===== src/sv/i2p_pkg.sv =====
// shared types, character codes and operator codes of the infix to postfix converter
package i2p_pkg;

  typedef struct packed {
    logic [7:0] char_in;
    logic       end_of_expression;
  } in_item_t;

  typedef struct packed {
    logic [7:0] char_out;
    logic       last_of_run;
    logic       error_flag;
  } out_item_t;

  typedef enum logic [2:0] {
    KIND_OPERAND,
    KIND_OPER,
    KIND_OPEN,
    KIND_CLOSE,
    KIND_END
  } kind_e;

  typedef logic [2:0] op_code_t;

  localparam op_code_t OP_ADD  = 3'd0;
  localparam op_code_t OP_SUB  = 3'd1;
  localparam op_code_t OP_MUL  = 3'd2;
  localparam op_code_t OP_DIV  = 3'd3;
  localparam op_code_t OP_OPEN = 3'd4;

  localparam logic [7:0] CH_ADD   = 8'h2B;
  localparam logic [7:0] CH_SUB   = 8'h2D;
  localparam logic [7:0] CH_MUL   = 8'h2A;
  localparam logic [7:0] CH_DIV   = 8'h2F;
  localparam logic [7:0] CH_OPEN  = 8'h28;
  localparam logic [7:0] CH_CLOSE = 8'h29;
  localparam logic [7:0] CH_SPACE = 8'h20;
  localparam logic [7:0] CH_TERM  = 8'h78;

  // classified item passed from front to back
  typedef struct packed {
    kind_e      kind;
    op_code_t   code;
    logic [7:0] ch;
  } cmd_t;

  function automatic logic [7:0] op_char(input op_code_t code);
    logic [7:0] c;
    case (code)
      OP_ADD:  c = CH_ADD;
      OP_SUB:  c = CH_SUB;
      OP_MUL:  c = CH_MUL;
      OP_DIV:  c = CH_DIV;
      OP_OPEN: c = CH_OPEN;
      default: c = CH_SPACE;
    endcase
    return c;
  endfunction

endpackage


===== src/sv/infix_to_postfix_converter.sv =====
// Infix to postfix converter, top level.
// The input channel (in_valid_i, in_stall_o, in_i) takes one infix character per transfer,
// or an end-of-expression marker. The output channel (out_valid_o, out_stall_i, out_o)
// gives the postfix characters; last_of_run marks the final result of an input item and
// error_flag marks every result of an item with an unmatched ')' or a stack overflow.
// A two entry queue decouples classification from the stack sequencer, so input transfers
// continue while results wait at the output register.
// The stack sits in a ram with registered read, so each pop that leaves entries behind
// passes through a fetch state that loads the next top of stack; a ')' that drops its '('
// above other entries likewise passes through a fetch state to refetch the top.
// Reset clears the queue, the stack count and all valid flags; the stack memory itself is
// not cleared and needs no clearing pass.
// When the receiver stalls, the output register holds its result, the sequencer halts on
// its next result, and the queue fills and then stalls the sender.
module infix_to_postfix_converter #(
  parameter int unsigned STACK_DEPTH = 16
) (
  input  logic                clk_i,
  input  logic                rst_ni,
  input  logic                in_valid_i,
  output logic                in_stall_o,
  input  i2p_pkg::in_item_t   in_i,
  output logic                out_valid_o,
  input  logic                out_stall_i,
  output i2p_pkg::out_item_t  out_o
);
  import i2p_pkg::*;

  localparam int unsigned CW = $clog2(STACK_DEPTH + 1);

  logic          cmd_valid, cmd_pop;
  cmd_t          cmd;
  logic [CW-1:0] stack_count, open_count;

  i2p_front u_front (
    .clk_i       (clk_i),
    .rst_ni      (rst_ni),
    .in_valid_i  (in_valid_i),
    .in_stall_o  (in_stall_o),
    .in_i        (in_i),
    .cmd_valid_o (cmd_valid),
    .cmd_o       (cmd),
    .cmd_pop_i   (cmd_pop)
  );

  i2p_back #(
    .STACK_DEPTH (STACK_DEPTH)
  ) u_back (
    .clk_i         (clk_i),
    .rst_ni        (rst_ni),
    .cmd_valid_i   (cmd_valid),
    .cmd_i         (cmd),
    .cmd_pop_o     (cmd_pop),
    .out_valid_o   (out_valid_o),
    .out_o         (out_o),
    .out_stall_i   (out_stall_i),
    .stack_count_o (stack_count),
    .open_count_o  (open_count)
  );

  // stack never grows past its depth
  assert property (@(posedge clk_i) disable iff (!rst_ni)
    stack_count <= CW'(STACK_DEPTH))
    else $error("operator stack count beyond depth");

  // open parentheses tracked are a subset of the stacked entries
  assert property (@(posedge clk_i) disable iff (!rst_ni)
    open_count <= stack_count)
    else $error("open parenthesis count exceeds stack count");

  // queue pops only happen when it holds something
  assert property (@(posedge clk_i) disable iff (!rst_ni)
    cmd_pop |-> cmd_valid)
    else $error("command taken from empty queue");

endmodule


===== src/sv/i2p_ram.sv =====
// generic single write port ram with registered read
module i2p_ram #(
  parameter int unsigned WIDTH = 3,
  parameter int unsigned DEPTH = 16
) (
  input  logic                     clk_i,
  input  logic                     we_i,
  input  logic [$clog2(DEPTH)-1:0] waddr_i,
  input  logic [WIDTH-1:0]         wdata_i,
  input  logic                     re_i,
  input  logic [$clog2(DEPTH)-1:0] raddr_i,
  output logic [WIDTH-1:0]         rdata_o
);

  logic [WIDTH-1:0] mem_q [DEPTH];
  logic [WIDTH-1:0] rdata_q;

  always_ff @(posedge clk_i) begin
    if (we_i) begin
      mem_q[waddr_i] <= wdata_i;
    end
    if (re_i) begin
      rdata_q <= mem_q[raddr_i];
    end
  end

  assign rdata_o = rdata_q;

endmodule


===== src/sv/i2p_front.sv =====
// input side: character classification and a two entry command queue
module i2p_front (
  input  logic              clk_i,
  input  logic              rst_ni,
  input  logic              in_valid_i,
  output logic              in_stall_o,
  input  i2p_pkg::in_item_t in_i,
  output logic              cmd_valid_o,
  output i2p_pkg::cmd_t     cmd_o,
  input  logic              cmd_pop_i
);
  import i2p_pkg::*;

  cmd_t       cmd_in;
  cmd_t       mem_q [2];
  logic       wr_ptr_q, wr_ptr_d;
  logic       rd_ptr_q, rd_ptr_d;
  logic [1:0] fill_q, fill_d;
  logic       push, pop;

  always_comb begin
    cmd_in.ch   = in_i.char_in;
    cmd_in.code = OP_ADD;
    cmd_in.kind = KIND_OPERAND;
    if (in_i.end_of_expression) begin
      cmd_in.kind = KIND_END;
    end else begin
      case (in_i.char_in)
        CH_ADD: begin
          cmd_in.kind = KIND_OPER;
          cmd_in.code = OP_ADD;
        end
        CH_SUB: begin
          cmd_in.kind = KIND_OPER;
          cmd_in.code = OP_SUB;
        end
        CH_MUL: begin
          cmd_in.kind = KIND_OPER;
          cmd_in.code = OP_MUL;
        end
        CH_DIV: begin
          cmd_in.kind = KIND_OPER;
          cmd_in.code = OP_DIV;
        end
        CH_OPEN: begin
          cmd_in.kind = KIND_OPEN;
          cmd_in.code = OP_OPEN;
        end
        CH_CLOSE: begin
          cmd_in.kind = KIND_CLOSE;
        end
        default: begin
          cmd_in.kind = KIND_OPERAND;
        end
      endcase
    end
  end

  assign in_stall_o  = (fill_q == 2'd2);
  assign cmd_valid_o = (fill_q != 2'd0);
  assign cmd_o       = mem_q[rd_ptr_q];

  assign push = in_valid_i && !in_stall_o;
  assign pop  = cmd_pop_i && cmd_valid_o;

  assign wr_ptr_d = push ? !wr_ptr_q : wr_ptr_q;
  assign rd_ptr_d = pop ? !rd_ptr_q : rd_ptr_q;
  assign fill_d   = fill_q + 2'(push) - 2'(pop);

  always_ff @(posedge clk_i or negedge rst_ni) begin
    if (!rst_ni) begin
      wr_ptr_q <= 1'b0;
      rd_ptr_q <= 1'b0;
      fill_q   <= 2'd0;
    end else begin
      wr_ptr_q <= wr_ptr_d;
      rd_ptr_q <= rd_ptr_d;
      fill_q   <= fill_d;
    end
  end

  always_ff @(posedge clk_i) begin
    if (push) begin
      mem_q[wr_ptr_q] <= cmd_in;
    end
  end

endmodule


===== src/sv/i2p_back.sv =====
// execution side: operator stack sequencer, one-result hold stage and output register
module i2p_back #(
  parameter int unsigned STACK_DEPTH = 16
) (
  input  logic                              clk_i,
  input  logic                              rst_ni,
  input  logic                              cmd_valid_i,
  input  i2p_pkg::cmd_t                     cmd_i,
  output logic                              cmd_pop_o,
  output logic                              out_valid_o,
  output i2p_pkg::out_item_t                out_o,
  input  logic                              out_stall_i,
  output logic [$clog2(STACK_DEPTH+1)-1:0]  stack_count_o,
  output logic [$clog2(STACK_DEPTH+1)-1:0]  open_count_o
);
  import i2p_pkg::*;

  localparam int unsigned CW = $clog2(STACK_DEPTH + 1);
  localparam int unsigned AW = $clog2(STACK_DEPTH);

  typedef enum logic [6:0] {
    S_IDLE      = 7'b0000001,
    S_START     = 7'b0000010,
    S_LOOP      = 7'b0000100,
    S_FETCH     = 7'b0001000,
    S_FINISH    = 7'b0010000,
    S_FETCH_END = 7'b0100000,
    S_DONE      = 7'b1000000
  } state_e;

  state_e    state_q, state_d;
  cmd_t      cmd_q, cmd_d;
  logic      err_q, err_d;
  logic [CW-1:0] count_q, count_d;
  logic [CW-1:0] open_q, open_d;
  logic      prev_q, prev_d;
  op_code_t  top_q, top_d;
  logic      pend_v_q, pend_v_d;
  logic [7:0] pend_q, pend_d;
  logic      out_v_q, out_v_d;
  out_item_t out_q, out_d;

  logic      out_free, emit_ok, emit, flush_last, load_out;
  logic [7:0] emit_ch;
  logic      full, should_pop, qual_new;
  logic      ram_we, ram_re;
  logic [AW-1:0] ram_waddr, ram_raddr;
  op_code_t  ram_rdata;
  logic [CW-1:0] below_top;

  i2p_ram #(
    .WIDTH ($bits(op_code_t)),
    .DEPTH (STACK_DEPTH)
  ) u_stack (
    .clk_i   (clk_i),
    .we_i    (ram_we),
    .waddr_i (ram_waddr),
    .wdata_i (cmd_q.code),
    .re_i    (ram_re),
    .raddr_i (ram_raddr),
    .rdata_o (ram_rdata)
  );

  assign out_free  = !out_v_q || !out_stall_i;
  assign emit_ok   = !pend_v_q || out_free;
  assign full      = (count_q == CW'(STACK_DEPTH));
  assign below_top = count_q - CW'(2);
  assign ram_raddr = below_top[AW-1:0];
  assign ram_waddr = count_q[AW-1:0];

  // does the operator waiting at the queue head pop the current top
  assign qual_new = (count_q != '0) && (top_q != OP_OPEN) &&
                    ((cmd_i.code < OP_MUL) || (top_q >= OP_MUL));

  always_comb begin
    should_pop = 1'b0;
    if (count_q != '0) begin
      case (cmd_q.kind)
        KIND_END:   should_pop = 1'b1;
        KIND_OPER:  should_pop = (top_q != OP_OPEN) &&
                                 ((cmd_q.code < OP_MUL) || (top_q >= OP_MUL));
        KIND_CLOSE: should_pop = (top_q != OP_OPEN);
        default:    should_pop = 1'b0;
      endcase
    end
  end

  always_comb begin
    state_d    = state_q;
    cmd_d      = cmd_q;
    err_d      = err_q;
    count_d    = count_q;
    open_d     = open_q;
    prev_d     = prev_q;
    top_d      = top_q;
    emit       = 1'b0;
    emit_ch    = CH_SPACE;
    flush_last = 1'b0;
    ram_we     = 1'b0;
    ram_re     = 1'b0;
    cmd_pop_o  = 1'b0;

    case (state_q)
      S_IDLE: begin
        if (cmd_valid_i) begin
          cmd_pop_o = 1'b1;
          cmd_d     = cmd_i;
          state_d   = S_START;
          // the error is known up front so every result of the item carries it
          case (cmd_i.kind)
            KIND_OPER:  err_d = full && !qual_new;
            KIND_OPEN:  err_d = full;
            KIND_CLOSE: err_d = (open_q == '0);
            default:    err_d = 1'b0;
          endcase
        end
      end
      S_START: begin
        case (cmd_q.kind)
          KIND_END: begin
            if (emit_ok) begin
              emit    = 1'b1;
              prev_d  = 1'b0;
              state_d = S_LOOP;
            end
          end
          KIND_OPERAND: begin
            if (emit_ok) begin
              emit    = 1'b1;
              emit_ch = cmd_q.ch;
              prev_d  = 1'b1;
              state_d = S_DONE;
            end
          end
          default: begin
            if (!prev_q) begin
              state_d = S_LOOP;
            end else if (emit_ok) begin
              emit    = 1'b1;
              prev_d  = 1'b0;
              state_d = S_LOOP;
            end
          end
        endcase
      end
      S_LOOP: begin
        if (!should_pop) begin
          state_d = S_FINISH;
        end else if (emit_ok) begin
          emit    = 1'b1;
          emit_ch = op_char(top_q);
          count_d = count_q - CW'(1);
          // only an end item pops a '(' here
          if (top_q == OP_OPEN) begin
            open_d = open_q - CW'(1);
          end
          if (count_q > CW'(1)) begin
            ram_re  = 1'b1;
            state_d = S_FETCH;
          end
        end
      end
      S_FETCH: begin
        top_d   = ram_rdata;
        state_d = S_LOOP;
      end
      S_FINISH: begin
        case (cmd_q.kind)
          KIND_END: begin
            if (emit_ok) begin
              emit    = 1'b1;
              emit_ch = CH_TERM;
              open_d  = '0;
              state_d = S_DONE;
            end
          end
          KIND_OPER, KIND_OPEN: begin
            if (!full) begin
              ram_we  = 1'b1;
              top_d   = cmd_q.code;
              count_d = count_q + CW'(1);
              if (cmd_q.kind == KIND_OPEN) begin
                open_d = open_q + CW'(1);
              end
              state_d = S_DONE;
            end else if (emit_ok) begin
              emit    = 1'b1;
              state_d = S_DONE;
            end
          end
          KIND_CLOSE: begin
            if (count_q != '0) begin
              // top is the matching '(' here: drop it
              count_d = count_q - CW'(1);
              open_d  = open_q - CW'(1);
              if (count_q > CW'(1)) begin
                ram_re  = 1'b1;
                state_d = S_FETCH_END;
              end else begin
                state_d = S_DONE;
              end
            end else if (emit_ok) begin
              emit    = 1'b1;
              state_d = S_DONE;
            end
          end
          default: begin
            state_d = S_DONE;
          end
        endcase
      end
      S_FETCH_END: begin
        top_d   = ram_rdata;
        state_d = S_DONE;
      end
      S_DONE: begin
        if (!pend_v_q) begin
          state_d = S_IDLE;
        end else if (out_free) begin
          flush_last = 1'b1;
          state_d    = S_IDLE;
        end
      end
      default: begin
        state_d = S_IDLE;
      end
    endcase
  end

  // one result is held back until it is known whether another follows
  always_comb begin
    pend_v_d = pend_v_q;
    pend_d   = pend_q;
    load_out = 1'b0;
    if (emit) begin
      load_out = pend_v_q;
      pend_v_d = 1'b1;
      pend_d   = emit_ch;
    end else if (flush_last) begin
      load_out = 1'b1;
      pend_v_d = 1'b0;
    end
  end

  always_comb begin
    out_v_d = out_v_q && out_stall_i;
    out_d   = out_q;
    if (load_out) begin
      out_v_d           = 1'b1;
      out_d.char_out    = pend_q;
      out_d.last_of_run = flush_last;
      out_d.error_flag  = err_q;
    end
  end

  always_ff @(posedge clk_i or negedge rst_ni) begin
    if (!rst_ni) begin
      state_q  <= S_IDLE;
      count_q  <= '0;
      open_q   <= '0;
      prev_q   <= 1'b0;
      pend_v_q <= 1'b0;
      out_v_q  <= 1'b0;
    end else begin
      state_q  <= state_d;
      count_q  <= count_d;
      open_q   <= open_d;
      prev_q   <= prev_d;
      pend_v_q <= pend_v_d;
      out_v_q  <= out_v_d;
    end
  end

  always_ff @(posedge clk_i) begin
    cmd_q  <= cmd_d;
    err_q  <= err_d;
    top_q  <= top_d;
    pend_q <= pend_d;
    out_q  <= out_d;
  end

  assign out_valid_o   = out_v_q;
  assign out_o         = out_q;
  assign stack_count_o = count_q;
  assign open_count_o  = open_q;

endmodule


===== config.mk =====
export PLATFORM = sky130hd
export DESIGN_NAME = infix_to_postfix_converter
export DESIGN_NICKNAME = d
export VERILOG_FILES = /design/src/sv/i2p_pkg.sv /design/src/sv/infix_to_postfix_converter.sv /design/src/sv/i2p_ram.sv /design/src/sv/i2p_front.sv /design/src/sv/i2p_back.sv
export SDC_FILE = /design/constraint.sdc
export NUM_CORES = 1
export LEC_CHECK = 0
export BUFFER_PORTS_ARGS = -buffer_cell sky130_fd_sc_hd__buf_2
export CAP_MARGIN = 10
export CORE_MARGIN = 2
export CORE_UTILIZATION = 60
export CTS_CLUSTER_DIAMETER = 50
export DETAILED_ROUTE_END_ITERATION = 6
export PLACE_DENSITY = 0.88
export SYNTH_ARGS = -nofsm -noshare
export SYNTH_HDL_FRONTEND = slang
export SYNTH_SLANG_ARGS = --single-unit

===== constraint.sdc =====
create_clock -name clk_i -period 7.2 [get_ports clk_i]
set_input_delay 1.08 -clock clk_i [delete_from_list [all_inputs] [get_ports clk_i]]
set_output_delay 1.08 -clock clk_i [all_outputs]
set_load 0.005 [all_outputs]

==> impl_summary.txt, run 1 <==
----------------------------------------------------
[Power]
  Power after layout ... 2.875 mW
  P_leak ... 2.527 nW
  Cell area power density ... approximately 410 nW/um^2
  Worst-case vdd ir drop ... 0.1839 mV

[GRT]
  Total congestion overflow ... 0
  Vias in the first global route ... 4024
  Antenna violations before repair ... 0
  Maximum number of pins on one net before global-route repair ... 25
  Wire length of the first global-routing pass ... between 20000 and 25000 um
  All-Layer GR Usage ... 24.82%

[Floorplanning]
  I/O pins ... 25
  Die area ... 11340 um^2
  Die Height ... 106.5 um
  Effective utilization at floorplan ... 61.33%
  Placeable core area ... approximately 10000 um^2
  Number of cell rows ... 37
  Die width ... 106.5 um

[Drt]
  Via total after detailed routing ... 3974
  Final routed wirelength across all metal layers ... about 13000 um
  Per-cell routed wire length ... 21.10 um
  Per-cell via count in the routed design ... 6.493
  Number of DRC markers in iteration 0 ... 533
  Remaining antenna violation count ... 0
  DRC violations left ... 0
  Router iterations before antenna repair ... 5

[Synth]
  Count of unique library cells instantiated by Yosys ... 63
  Per-instance average area after synthesis ... 14.36 um^2
  Share of synthesized registers carrying an async set or reset ... 17.27%
  Post-synthesis sequential area ratio ... between 60% and 70%
  Count of warnings emitted by yosys ... 0
  Gate count of the mapped netlist ... around 440
  Register bit count reported by yosys ... 139
  Post-synth net total ... about 460
  Total standard cell area after synthesis ... about 6300 um^2
  Number of synthesized flops with an enable pin ... 115
  Top_reg_cell synth ... edfxtp_1

[Final layout]
  Synth-to-Final Area Change ... 11.41%
  Share of post-route cells with drive strength above 1 ... 21.22%
  Number of inserted diodes ... 0
  Most used cells in the layout excluding fill and tap cells ... 115 x edfxtp_1, 41 x nor2_1, 25 x nand2_1
  Most common cell after layout, fill and taps aside ... edfxtp_1
  Sequential Area ... 4055 um^2
  Area of the multi-input gates ... around 2100 um^2
  Number of nets at the end of the flow ... 488
  Number of fill cells in the layout ... 672

[Clock tree]
  Count of hold buffers inserted by post-cts repair ... 0
  Maximum buffer depth of the clock tree ... 2
  Clock tree from TritonCTS ... yes
  Cts bufs inserted ... 17
  Clk pin slew, worst setup/hold paths ... 0.06 ns
  Resized Gates After CTS ... 0
  Insertion delay to the later sink of the worst-skew pair ... 0.53 ns
  Cell at the root of the clock tree ... clkbuf_8
  Number of H-tree levels ... 4
  Clock net sink count ... 139
  Post-CTS Repair Setup Buffers ... 0

[STA]
  Final setup vio count ... 0
  Transition time at the pin with the least slew margin ... about 1.2 ns
  Crit share post-route ... between 50% and 60%
  Final-report hold violation count ... 0
  RSZ-0062 raised after global routing ... false
  Setup TNS Final ... 0 ns
  Final min period ... 3.609 ns
  Clock Skew ... roughly 0.0076 ns
  Count of pins over their slew limit ... 0
  Achievable Freq ... 0.2771 GHz
  Max-slew headroom ... about 22%

[Critical path]
  Total buffers and inverters traversed by the critical path ... 1
  Endpoint required time on the critical path ... 7.35 ns
  Kind of cell adding the most delay to the critical path ... compound AO/OA/AOI/OAI gates
  Slowest CP cell ... dfrtp_1
  Maximum net fanout on the critical path ... 18
  Crit start category ... flop
  CP arrival ... 3.76 ns
  Type of destination of the critical path ... flop
  Delay of the slowest cell on the worst path ... about 0.94 ns
  Cell chain of the critical path ... inv_1 > ha_1 > or3b_1 > or2_0 > o211ai_1 > nor2b_1 > a21oi_1
  Worst Setup Path Type ... reg2reg

[Outcome]
  Run status ... finished, final reports clean

[Worst hold path]
  Hold WC Path Type ... reg2reg

[Job]
  Max Cap Viol ... 0

[Place]
  Weighted congestion reported at the end of routability-driven placement ... 0.9908
  Count of input and output buffers ... 24
  HPWL reported at the end of detailed placement ... 8608 um

----------------------------------------------------
through the flow:
step                      hold slack [ns]  setup slack [ns]  util (%)  std cells  cell area (um^2)
after detailed placement           0.4057             3.614     63.16        580              6491
after CTS                          0.4194             3.612     68.33        612              7023
after global placement             0.4035             3.879     63.16        580              6491
after floorplan                    0.4003             4.020         -        439              6304
final                              0.4188             3.591     68.33        612              7023
after global routing               0.4341             3.281     68.33        612              7023
Yosys cell counts, drive strengths merged (5+ instances only):
library cell / count / area share, %
clkbuf: 8 / 0.48
o2111ai: 5 / 0.69
nand2: 26 / 1.7
ha: 12 / 2.4
a21oi: 10 / 0.79
o22ai: 5 / 0.50
nand3: 6 / 0.48
xnor2: 12 / 1.7
nor4: 5 / 0.60
inv: 20 / 1.2
nor3: 11 / 1.4
dfrtp: 23 / 9.1
a22oi: 6 / 0.71
buf: 11 / 1.2
edfxtp: 115 / 55
o21ai: 19 / 1.5
nor2: 42 / 2.5
nand2b: 9 / 0.89
mux2: 18 / 3.3
mux4: 15 / 5.4
metal layers:
metal / up-vias / wire, um / track usage (%)
met1: 1964 / 5178 / 32.12
met3: 40 / 932 / 6.315
met2: 245 / 6379 / 39.61
li1: 1725 / - / -
met5: - / 0 / 0
met4: 0 / 423 / 11.87
power breakdown:
part	internal (mW)	leakage, nW	switching, mW
logic	0.329	0.920	0.417
registers	1.12	1.35	0.230
clock network	0.472	0.261	0.307
sequential cells by signal (all words and copies together), names as in the netlist, 2 cells and up:
signal                  flops
u_back.top_q                3
u_front.mem_q              28
u_back.cmd_q               14
u_back.u_stack.rdata_o      3
u_back.state_q              7
u_back.stack_count_o        5
u_front.fill_q              2
u_back.pend_q               8
u_back.u_stack.mem_q       48
u_back.out_o               10
u_back.open_count_o         5
layout make-up:
type,instances,area share [%]
inverters,20,1.069
clock buffers,23,6.503
clock inverters,9,1.069
repair buffers,24,1.710
well taps,136,2.423
flip-flops and latches,139,57.74
multi-input cells,261,29.49
cells by family (layout without fill, tap and decap cells):
family / after synthesis / in the layout / synth area share (%)
simple gates: 128 / 128 / 11.04
compound gates: 70 / 70 / 8.218
flops: 139 / 139 / 64.33
fa+ha+maj: 12 / 12 / 2.382
buf+inv: 39 / 76 / 2.818
mux: 37 / 37 / 9.269
xor+xnor: 14 / 14 / 1.945
worst paths after layout:
kind                                     endpoint  depth (start not counted)                    start  slack [ns]
setup / recovery                  u_back.out_o[1]                          7  u_back.stack_count_o[0]        3.59
hold / removal                    u_back.out_o[8]                          0         u_back.pend_q[6]        0.42
setup reg to reg                  u_back.out_o[1]                          7  u_back.stack_count_o[0]        3.59
hold reg to reg                   u_back.out_o[8]                          0         u_back.pend_q[6]        0.42
max in group asynchronous  u_back.open_count_o[3]                          1                   rst_ni        6.27
min in group asynchronous       u_back.state_q[1]                          1                   rst_ni        0.55
No activity file was read; power rests on OpenSTA's default activity.
==> run 2, diff against run 1 <==
Settings changed: CORE_UTILIZATION 60 to 55, PLACE_DENSITY 0.88 to 0.85.
Clock period 7.2 ns to 3.3 ns, I/O delays scaled along.
==> run 2 against run 1 <==
Against the previous run: first-iteration DRC count is 15% lower; hold slack worse by 0.34 ns; core utilization is 5.3 points lower; fmax is 24% higher; die area is 8.7% higher; sequential share of layout area is 0.93 points lower; critical path depth stayed put; register-to-register slack worse by 3.2 ns; global-route usage is 2.5 points lower; count of clock-buffer cells in the layout is 5 lower; via count is 3.6% lower; critical endpoint is now u_back.out_o[0]; largest power group unchanged.
==> impl_summary.txt, run 2 (synthesis results as in run 1) <==
----------------------------------------------------
[Outcome]
  Run status ... finished, final reports clean

[Drt]
  Router iterations before antenna repair ... 5
  Number of DRC markers in iteration 0 ... approximately 450
  Via total after detailed routing ... 3830
  DRC violations left ... 0
  Final routed wirelength across all metal layers ... 12760 um
  Per-cell routed wire length ... between 20 and 25 um
  Per-cell via count in the routed design ... 6.079
  Remaining antenna violation count ... 0

[Final layout]
  Number of fill cells in the layout ... 796
  Synth-to-Final Area Change ... 13.24%
  Share of post-route cells with drive strength above 1 ... 23.61%
  Max reg flops ... 48
  Number of nets at the end of the flow ... 499
  Largest registers ... u_back.u_stack.mem_q x48, u_front.mem_q x28, u_back.cmd_q x14
  Register containing the most flip-flops in the final layout ... u_back.u_stack.mem_q
  Most used cells in the layout excluding fill and tap cells ... 115 x edfxtp_1, 41 x nor2_1, 25 x nand2_1
  Core occupancy in the finished layout ... 63.05%
  Number of inserted diodes ... 0
  Most common cell after layout, fill and taps aside ... edfxtp_1

[Power]
  Internal Power ... 4.263 mW
  Fraction of power spent switching nets ... ~33%
  Cell area power density ... 893.9 nW/um^2
  Proportion of power drawn by combinational gates ... 29.0%
  Switching component of the power ... 2.118 mW
  Worst-case vdd ir drop ... 0.6464 mV
  P_leak ... 2.587 nW
  Sequential share of power ... 43.5%
  Proportion of power drawn by the clock network ... 27.6%

[Place]
  Weighted congestion reported at the end of routability-driven placement ... 0.9307
  HPWL reported at the end of detailed placement ... 8766 um
  Count of input and output buffers ... 24

[Floorplanning]
  Die area ... 12330 um^2
  I/O pins ... 25
  Effective utilization at floorplan ... a little under three fifths
  Number of cell rows ... 39
  Die width ... roughly 110 um
  Die Height ... 111.1 um
  Placeable core area ... 11320 um^2

[GRT]
  Total congestion overflow ... 0
  All-Layer GR Usage ... 22.33%
  Vias in the first global route ... 3993
  Maximum number of pins on one net before global-route repair ... 25
  Antenna violations before repair ... 0
  Wire length of the first global-routing pass ... about 21000 um

[STA]
  Final min period ... 2.911 ns
  Final-report hold violation count ... 0
  Crit share post-route ... 88.20%
  Clock Skew ... ~0.0065 ns
  Max-slew headroom ... 54.34%
  Count of pins over their slew limit ... 0
  Setup TNS Final ... 0 ns
  Achievable Freq ... roughly 0.34 GHz
  Final setup vio count ... 0
  RSZ-0062 raised after global routing ... false
  Transition time at the pin with the least slew margin ... between 0.6 and 0.7 ns

[Critical path]
  Maximum net fanout on the critical path ... 10
  Type of destination of the critical path ... flop
  Endpoint required time on the critical path ... 3.35 ns
  Reg2Reg Setup Slack ... 0.39 ns
  Cell count of the worst reg-to-reg path ... 7
  Crit start category ... flop
  Worst Setup Path Type ... reg2reg
  Reg-to-reg critical path endpoint ... u_back.out_o[0]
  Setup crit start ... u_back.stack_count_o[1]
  CP arrival ... 2.96 ns
  Critical R2R Launch ... u_back.stack_count_o[1]

[Clock tree]
  Cts bufs inserted ... 17
  Post-CTS Repair Setup Buffers ... 0
  Maximum buffer depth of the clock tree ... 2
  Insertion delay to the later sink of the worst-skew pair ... 0.42 ns
  Clock net sink count ... between 100 and 150
  Number of H-tree levels ... 4
  Clk pin slew, worst setup/hold paths ... 0.06 ns
  Cell at the root of the clock tree ... clkbuf_16
  Count of hold buffers inserted by post-cts repair ... 0
  Resized Gates After CTS ... 0
  Clock tree from TritonCTS ... yes

[Worst hold path]
  Hold WC Path Type ... in2async

[Job]
  Max Cap Viol ... 0

----------------------------------------------------
==> run 2: changes by cell type in the layout (fill, tap and decap cells not counted), sizes merged <==
cell,before,now
inv,20,23
clkinvlp,2,3
clkinv,6,7
buf,24,35
clkbuf,23,18
==> run 2: layout make-up <==
type                            count  area [um^2]  share of cell area, %
Inverter                           20        75.07                  1.052
Tap cell                          143        178.9                  2.507
Timing Repair Buffer               35        202.7                  2.840
Clock buffer                       18        429.2                  6.012
Clock inverter                     14        122.6                  1.718
Sequential cell                   139         4055                  56.81
Multi-Input combinational cell    261         2074                  29.06
==> run 2: critical path, cell delays in order, from the launching register on <==
cell and delay (ns):
dfrtp_1 0.39, inv_1 0.18, ha_1 0.23, or3b_1 0.43, a2111oi_4 0.38, a32o_1 0.29, nor2b_1 0.10, a21oi_2 0.54
==> run 2: worst max path at each step <==
| stage | cells after the start | end | slack, ns |
|---|---|---|---|
| 3_5_place_dp | 7 | u_back.out_o[9] | 0.22 |
| 5_1_grt | 7 | u_back.out_o[0] | 0.27 |
| 4_1_cts | 7 | u_back.out_o[1] | 0.18 |
| 6_report | 7 | u_back.out_o[0] | 0.39 |
| 3_3_place_gp | 7 | u_back.out_o[7] | 0.44 |
| 2_1_floorplan | 10 | u_back.out_o[0] | 0.12 |
==> run 2: routing by layer <==
layer / vias up / wire (um) / GRT usage (%)
li1: 1753 / - / -
met1: 1896 / 5422 / 28.98
met3: 38 / 695 / 6.288
met5: - / 0 / 0
met2: 143 / 6229 / 35.13
met4: 0 / 413 / 10.70
==> run 2: metrics by stage <==
stage | power [mW] | hold WS (ns) | worst slack (ns) | area [um^2] | cells
floorplan | 4.063 | 0.1994 | 0.1196 | 6304 | 439
global placement | 4.508 | 0.4045 | 0.4370 | 6583 | 598
detailed placement | 4.608 | 0.4052 | 0.2203 | 6583 | 598
CTS | 6.395 | 0.07725 | 0.1801 | 7134 | 630
global route | 6.700 | 0.1153 | 0.2741 | 7138 | 630
finish | 6.381 | 0.07838 | 0.3893 | 7138 | 630
==> run 2: power by group through the flow <==
stage / registers (mW) / clock network (mW) / logic, mW
finish: 2.77 / 1.76 / 1.85
global placement: 2.77 / 0 / 1.74
floorplan: 2.63 / 0 / 1.43
detailed placement: 2.80 / 0 / 1.81
global route: 2.82 / 1.85 / 2.03
CTS: 2.77 / 1.78 / 1.84
==> run 3, diff against run 2 <==
Settings changed: CORE_UTILIZATION 55 to 56, PLACE_DENSITY 0.85 to 0.86, SYNTH_HIERARCHICAL from default to 1.
==> run 3 against run 2 <==
Against the previous run: fmax is 0.97% lower; die area is 0.14% lower; clock power is 5% higher; count of clock-buffer cells in the layout is 1 lower; routed wire length is 0.47% higher; highest routed layer unchanged.
==> impl_summary.txt, run 3 <==
----------------------------------------------------
[Outcome]
  Run status ... finished, final reports clean

[Final layout]
  Most used cells in the layout excluding fill and tap cells ... 115 x edfxtp_1, 34 x nor2_1, 24 x buf_2
  Number of fill cells in the layout ... 763
  Core occupancy in the finished layout ... 64.64%
  Share of post-route cells with drive strength above 1 ... between 20% and 30%
  Sequential Area ... 4055 um^2
  Max reg flops ... 48
  Number of inserted diodes ... 0
  Register containing the most flip-flops in the final layout ... u_back/u_stack/mem_q
  Area of the multi-input gates ... 2227 um^2
  Synth-to-Final Area Change ... 13.69%
  Number of nets at the end of the flow ... 507
  Most common cell after layout, fill and taps aside ... edfxtp_1
  Largest registers ... u_back/u_stack/mem_q x48, u_front/mem_q x28, u_back/cmd_q x14

[GRT]
  Maximum number of pins on one net before global-route repair ... 25
  Most heavily used metal layer in global routing ... met2
  Global routing met1 resource utilization ... 27.04%
  Met3 usage ... 5.249%
  Wire length of the first global-routing pass ... 20820 um
  Vias in the first global route ... 3989
  Antenna violations before repair ... 0
  Total congestion overflow ... 0
  All-Layer GR Usage ... 21.92%
  Met2 track demand over resource in global routing ... 37.01%

[Power]
  Worst-case vdd ir drop ... 0.5442 mV
  P_leak ... approximately 2.7 nW
  Cell area power density ... 899.4 nW/um^2

[Clock tree]
  Clk pin slew, worst setup/hold paths ... 0.07 ns
  Count of hold buffers inserted by post-cts repair ... 0
  Number of H-tree levels ... 4
  Post-CTS Repair Setup Buffers ... 0
  Cell at the root of the clock tree ... clkbuf_16
  Clock net sink count ... 139
  Insertion delay to the later sink of the worst-skew pair ... 0.42 ns
  Clock tree from TritonCTS ... yes
  Cts bufs inserted ... 17
  Maximum buffer depth of the clock tree ... 2
  Resized Gates After CTS ... 0

[Drt]
  Via total after detailed routing ... 4031
  Number of DRC markers in iteration 0 ... 463
  Remaining antenna violation count ... 0
  Final routed wirelength across all metal layers ... 12820 um
  Per-cell routed wire length ... about 20 um
  Per-cell via count in the routed design ... 6.318
  Router iterations before antenna repair ... 5
  DRC violations left ... 0

[STA]
  RSZ-0062 raised after global routing ... false
  Final setup vio count ... 0
  Achievable Freq ... 0.3402 GHz
  Final-report hold violation count ... 0
  Final min period ... 2.939 ns
  Count of pins over their slew limit ... 0
  Crit share post-route ... about nine tenths
  Post-layout worst setup margin ... 0.3608 ns
  Max-slew headroom ... 35.22%
  Clock Skew ... 0.009201 ns
  Setup TNS Final ... 0 ns
  Transition time at the pin with the least slew margin ... 0.9586 ns

[Critical path]
  Crit start category ... flop
  Delay of the slowest cell on the worst path ... 0.69 ns
  Type of destination of the critical path ... flop
  Endpoint required time on the critical path ... around 3.6 ns
  Cell chain of the critical path ... or4_1 > or4b_2 > nor2_2 > and2_4 > ha_1 > inv_1 > ha_1 > xnor2_1 > xnor2_1
  Slowest CP cell ... or4b_2
  Maximum net fanout on the critical path ... 12
  Total buffers and inverters traversed by the critical path ... 1
  Worst Setup Path Type ... reg2reg
  Kind of cell adding the most delay to the critical path ... simple AND/OR/NAND/NOR gates
  CP arrival ... 3.27 ns

[Place]
  HPWL reported at the end of detailed placement ... between 8000 and 9000 um
  Weighted congestion reported at the end of routability-driven placement ... ~0.89
  Count of input and output buffers ... 24
  Pre-CTS setup slack ... ~0.46 ns

[Floorplanning]
  Die Height ... 111.0 um
  Effective utilization at floorplan ... 56.85%
  Placeable core area ... 11270 um^2
  I/O pins ... 25
  Die area ... between 10000 and 15000 um^2
  Number of cell rows ... 39
  Die width ... 111.0 um

[Synth]
  Gate count of the mapped netlist ... 444
  Total standard cell area after synthesis ... 6409 um^2
  Post-synth net total ... 469
  Per-instance average area after synthesis ... 14.43 um^2
  Count of warnings emitted by yosys ... 6

[Job]
  Max Cap Viol ... 0

[Worst hold path]
  Hold WC Path Type ... in2async

----------------------------------------------------
==> run 3: final timing paths <==
check                                   from                       to  slack (ns)  cells past startpoint
min                                   rst_ni        u_back/state_q[1]        0.07                      1
max in group asynchronous             rst_ni  u_back/stack_count_o[2]        2.83                      1
max                        u_back/state_q[4]        u_front/fill_q[1]        0.36                      9
max reg2reg                u_back/state_q[4]        u_front/fill_q[1]        0.36                      9
min in group clk_i                   in_i[6]      u_front/mem_q[1][5]        0.30                      1
min reg2reg                 u_back/pend_q[7]          u_back/out_o[9]        0.43                      0
==> run 3: layer usage <==
| layer | routed length, um | part of all wire, % |
|---|---|---|
| met4 | 424 | 3.3 |
| met3 | 730 | 5.7 |
| met1 | 5146 | 40 |
| met5 | 0 | 0 |
| met2 | 6519 | 51 |
==> run 3: report_power, final <==
group          internal, mW  total, mW  switching (mW)
clock network          1.07       1.84           0.771
logic                 0.823       1.86            1.04
registers              2.45       2.85           0.401
==> run 3: layout make-up <==
cell class                      count  area share [%]
Tap cell                          143           2.456
Sequential cell                   139           55.66
Clock inverter                     15           2.181
Timing Repair Buffer               34           2.679
Inverter                           12          0.6182
Multi-Input combinational cell    278           30.57
Clock buffer                       17           5.839
==> run 3: stage by stage <==
| stage | hold slack [ns] | instances | total power, mW | area [um^2] |
|---|---|---|---|---|
| 2_1_floorplan | 0.1994 | 444 | 4.123 | 6411 |
| 3_3_place_gp | 0.4018 | 606 | 4.577 | 6701 |
| 3_5_place_dp | 0.4057 | 606 | 4.689 | 6701 |
| 4_1_cts | 0.07546 | 638 | 6.564 | 7286 |
| 5_1_grt | 0.1022 | 638 | 6.888 | 7286 |
| 6_report | 0.07113 | 638 | 6.553 | 7286 |
==> run 3: worst register-to-register path: stages (launching register included) <==
cell	delay, ns
dfrtp_1	0.49
or4_1	0.59
or4b_2	0.69
nor2_2	0.19
and2_4	0.20
ha_1	0.23
inv_1	0.06
ha_1	0.14
xnor2_1	0.13
xnor2_1	0.15
